<file path="src/rtl/dsli_pkg.sv">
// Shared constants and types for the descending sorted list insert block.
package dsli_pkg;

    // Default number of list slots
    localparam int unsigned DefCapacity = 64;

    // Result field widths
    localparam int unsigned ValueW = 32;
    localparam int unsigned SlotW  = 6;
    localparam int unsigned CountW = 7;

    // Packed stream widths
    localparam int unsigned InDataW  = 32;
    localparam int unsigned OutDataW = 80;

    // Link from one cell to the next one down the row
    typedef struct packed {
        logic                     gt;    // new value is above this cell's entry
        logic signed [ValueW-1:0] data;  // entry held by this cell
    } dsli_link_t;

endpackage

</file>
<file path="src/rtl/dsli_cell.sv">
// One slot of the sorted row: compares, holds and shifts its entry.
module dsli_cell import dsli_pkg::*; #(
    parameter int unsigned CNT_W = 7,
    parameter int unsigned IDX   = 0
) (
    input  logic                     aclk,
    input  logic                     load_en,
    input  logic signed [ValueW-1:0] new_value,
    input  logic [CNT_W-1:0]         count,
    input  dsli_link_t               link_i,
    output dsli_link_t               link_o,
    output logic                     first_o
);

    localparam logic [CNT_W-1:0] MyIdx = CNT_W'(IDX);

    logic signed [ValueW-1:0] entry_reg;
    logic signed [ValueW-1:0] entry_next;
    logic                     occupied;
    logic                     gt;
    logic                     at_end;

    // Compare against the held entry; only occupied slots count
    always_comb begin
        occupied = (MyIdx < count);
        at_end   = (MyIdx == count);
        gt       = occupied && (new_value > entry_reg);
        first_o  = (gt || at_end) && !link_i.gt;
    end

    // Shift from the upper neighbor, take the new value, or hold
    always_comb begin
        entry_next = entry_reg;
        if (link_i.gt) begin
            entry_next = link_i.data;
        end else if (gt || at_end) begin
            entry_next = new_value;
        end
    end

    always_ff @(posedge aclk) begin
        if (load_en) begin
            entry_reg <= entry_next;
        end
    end

    assign link_o.gt   = gt;
    assign link_o.data = entry_reg;

endmodule

</file>
<file path="config.mk">
export PLATFORM = sky130hd
export DESIGN_NAME = dsli_cell
export DESIGN_NICKNAME = d
export VERILOG_FILES = /design/src/rtl/dsli_pkg.sv /design/src/rtl/dsli_cell.sv
export SDC_FILE = /design/constraint.sdc
export NUM_CORES = 1
export LEC_CHECK = 0
export BUFFER_PORTS_ARGS = -buffer_cell sky130_fd_sc_hd__buf_2
export CAP_MARGIN = 20
export CORE_UTILIZATION = 40
export CTS_CLUSTER_DIAMETER = 40
export DETAILED_ROUTE_END_ITERATION = 8
export PLACE_DENSITY = 0.71
export REMOVE_ABC_BUFFERS = 1
export SYNTH_ARGS = -nofsm -noshare
export SYNTH_HDL_FRONTEND = slang
export SYNTH_SLANG_ARGS = --single-unit
</file>
<file path="constraint.sdc">
create_clock -name aclk -period 6.4 [get_ports aclk]
set_input_delay 1.28 -clock aclk [delete_from_list [all_inputs] [get_ports aclk]]
set_output_delay 1.28 -clock aclk [all_outputs]
set_load 0.005 [all_outputs]
</file>
== Word-level counts from Yosys, hierarchy flattened ==
Cells that the tools add are included.

* Logic and storage cells: 12
* Register bits after elaboration: 32
* Output and inout port bits: 34
* Bits in latches: 0
* Memories: 0
* ROM bits: 0
* Bits in writable memories: 0
* Input port bits: 74

* Muxes and demuxes: 2
* Reductions and logical operators: 7
* Bitwise operators: 0
* Divide/modulo/power cells: 0
* Equal/unequal tests: 0
* Shifts and indexed selects: 0
* Order comparisons: 2
* Multiply operators: 0
* Add/sub/neg operators: 0

{| class="wikitable"
|+ Operators with widths
! operator !! count
|-
| $mux 32 || 2
|-
| $gt 32x32->1 || 1
|-
| $logic_not 7->1 || 1
|-
| $lt 1x7->1 const A || 1
|-
| $logic_and 1x1->1 || 2
|-
| $reduce_and 2->1 || 1
|-
| $reduce_bool 2->1 || 1
|-
| $logic_not 1->1 || 1
|-
| $logic_or 1x1->1 || 1
|}

== Longest topological paths before layout ==
* Word-level depth: 5
* Depth in mapped cells: 9
* Mapped depth without buffers: 8

== Worst setup path after synthesis ==
No wires, ideal clock.

* Path kind: input to output
* From: in new_value[31]
* To: out link_o[32] (netlist name)
* Data required time: 5.120 ns
* Slack: 2.325 ns
* Cell stages on the path: 8
* Arrival time: 2.795 ns
* Cell sequence: ha_1 nand4_2 nor2_1 a22o_1 a2111oi_0 a31o_2 nor2_1 buf_4

* Word-level cells in the longest chain between the ends: 2

{| class="wikitable"
|+ Ends and longest elaborated chain
! what !! line !! source
|-
| from (decl) || dsli_cell.sv:8 || <nowiki>input logic signed [ValueW-1:0] new_value,</nowiki>
|-
| $gt 32x32->1 || dsli_cell.sv:27 || <nowiki>gt = occupied && (new_value > entry_reg);</nowiki>
|-
| $logic_and 1x1->1 || dsli_cell.sv:27 ||
|-
| to (decl) || dsli_cell.sv:11 || <nowiki>output dsli_link_t link_o,</nowiki>
|}

Every way passes these cells.

== Worst setup path after layout ==
* From: in new_value[31]
* To: out first_o

* Word-level cells in the longest chain between the ends: 4

{| class="wikitable"
|+ Ends and longest elaborated chain
! what !! line !! source
|-
| $gt 32x32->1 || dsli_cell.sv:27 ||
|-
| $logic_and 1x1->1 || dsli_cell.sv:27 ||
|-
| $logic_or 1x1->1 || dsli_cell.sv:28 || <nowiki>first_o = (gt || at_end) && !link_i.gt;</nowiki>
|-
| $logic_and 1x1->1 || dsli_cell.sv:28 ||
|-
| to (decl) || dsli_cell.sv:12 || <nowiki>output logic first_o</nowiki>
|}

Every way passes these cells.

==> summary.txt <==
Timing
  – Slew @ Worst Pin: 0.779 ns
  – Slew Limit Fails: 0
  – Clock skew: 0.00916 ns
  – Tmin final: 4.42 ns
  – Unrepaired setup endpoints after global routing: false
  – Achievable frequency: 226 MHz
  – Period Utilization, post-route: 0.691
  – TNS Setup: 0 ns
  – Hold Vio Cnt, Final: 0
  – Setup violators final: 0
  – Slew HR: 0.481

Yosys
  – Area fraction of the dominant cell type after synthesis: 0.425
  – Most used DFF post-synth: edfxtp_1
  – EDFF count, synth: 32
  – Cell variety after synth: 32
  – Synthesized area: 2260 µm²
  – Synth top cells by count: inv_1 (33), edfxtp_1 (32), ha_1 (32)
  – Syn Inst Count: 192
  – Syn avg cell area: 11.8 µm²
  – Seq/Total Area, Yosys: 0.425
  – Warnings, synthesis: 0
  – Post-synth ARST share: 0
  – Most frequent cell after synthesis: inv_1
  – Top cell type by total area after synthesis: edfxtp_1
  – #FFs+latches synth: 32
  – Top cells by area, synth: edfxtp_1 (43%), ha_1 (18%), mux2_2 (15%)

Clock network
  – Clk root buf: clkbuf_8
  – Clk Latency, worst-skew pair: 0.29 ns
  – Worst-path clk slew: 0.07 ns
  – Cts hold-fix bufs: 0
  – CTS max path bufs: 2
  – CTS buffer count: 5
  – CTS tree: built
  – Post-CTS setup buffers: 0
  – CTS sink cnt: 32
  – Resized Gates After CTS: 0
  – H-tree depth: 2

GRT
  – GRT Total Usage: 0.165
  – GR Overflow Total: 0
  – First-pass GRT wire length: 7.67 mm
  – Vias in the first global route: 1768
  – Antenna violations before repair: 0
  – Largest net degree at the start of global routing: 36

Placed design
  – Port bufs: 107
  – Inst Count DP: 366
  – Gp weighted congestion: 0.736
  – Dpl hpwl: 3.74 mm

Layout
  – Largest register FFs: 32
  – Share of cells above drive strength 1: 0.512
  – Non-filler instance count after layout: 375
  – Nets@finish: 408
  – Antenna Cells: 0
  – Area Growth Syn to Fin: 32.5%

Detailed routing
  – 1st-pass router iterations: 2
  – DRC viols: 0
  – 1st-iter DRT viols: 42
  – Antenna-violating nets left: 0
  – Total number of vias: 1824
  – Final WL: 4.70 mm
  – Vias per cell: 4.86
  – WL/cell: 12.5 µm

Die
  – Io pins: 108
  – # rows: 27
  – Die height: 77.2 µm
  – CORE AREA: 5470 µm²
  – Starting Density: 0.413
  – Die extent in x: 77.2 µm
  – Die ar.: 5950 µm²

Critical path
  – WP data required: 5.12 ns
  – Critical R2R Launch: entry_reg[14]
  – Crit path launch type: primary input
  – R2R setup slack: 3.55 ns
  – CP Capture Point: first_o
  – Critical path launch point: new_value[31]
  – Worst r2r path cells: 9
  – Crit path kind: in2out
  – Critical R2R Capture: entry_reg[4]
  – Crit end category: primary output
  – CP Max Fanout: 4
  – Crit path arrival time: 3.14 ns

Flow run
  – Max-cap viol count: 0

Worst hold path
  – Hold Path Class: in2reg

Pwr
  – Power Density: 200 nW/µm²
  – Pleak: 1.47 nW
  – Peak supply drop: 0.0948 mV

Outcome
  – Status: finished clean
## worst min-delay path by stage
stage	from	to	slack, ns	cells after the start
floorplan	entry_reg[31]	entry_reg[0]	1.33	4
global placement	entry_reg[31]	entry_reg[30]	1.38	4
detailed placement	entry_reg[31]	entry_reg[30]	1.39	4
CTS	link_i[0]	entry_reg[0]	1.27	3
global route	link_i[8]	entry_reg[8]	1.29	2
finish	link_i[0]	entry_reg[0]	1.28	3
## cells in the final DEF (no fill, tap or decap), types with 2 or more instances in the layout
cell type  instances
buf_2            107
inv_1             33
ha_1              32
edfxtp_1          32
mux2_2            31
a21oi_1           14
nand2_1            7
nand3_1            5
clkbuf_8           5
nor2_1             4
o21ai_0            3
nand4_1            3
o21ai_1            2
nand4_2            2
a21o_1             2
## cells by family (layout without fill, tap and decap cells)
kind of cell	count (synthesis)	count (layout)	share of synthesized area
and+or+nand+nor	29	29	0.0880
adders and majority gates	32	32	0.177
muxes	31	31	0.154
buffers and inverters	38	149	0.0698
AOI/OAI and AO/OA	30	30	0.0853
DFF	32	32	0.425
## layer usage
layer,part of all wire,track usage,wire [µm]
met2,0.48,0.296,2240
met5,0,0,0
met3,0.073,0.0464,342
met1,0.44,0.187,2050
met4,0.013,0.0509,61
## per-stage QoR
step | instance area, µm² | utilization | power, mW | hold slack (ns) | setup WS [ns]
3_3_place_gp | 2860 | 0.522 | 0.408 | 1.38 | 1.93
5_1_grt | 2990 | 0.547 | 0.632 | 1.29 | 1.85
4_1_cts | 2970 | 0.542 | 0.604 | 1.27 | 1.93
2_1_floorplan | 2230 | - | 0.346 | 1.33 | 2.45
6_report | 2990 | 0.547 | 0.598 | 1.28 | 1.98
3_5_place_dp | 2860 | 0.522 | 0.411 | 1.39 | 1.93
## power breakdown
group	switching (mW)	internal (mW)
clock network	0.0754	0.115
registers	0.00793	0.254
logic	0.0713	0.0739
## final cells by class
cell class / count / area, µm²
Fill cell: 517 / 2480
Inverter: 33 / 124
Multi-Input combinational cell: 122 / 1150
Sequential cell: 32 / 961
Clock inverter: 2 / 35.0
Clock buffer: 6 / 72.6
Timing Repair Buffer: 108 / 563
Tap cell: 72 / 90.1
## worst max-delay path: stages
cell and delay, ns:
buf_2 0.11, ha_1 0.36, nand4_2 0.17, nor2_1 0.07, a22o_1 0.22, a2111oi_0 0.42, a31o_2 0.29, a21oi_2 0.06
buf_2 0.16
(Power assumes the default switching activity.)
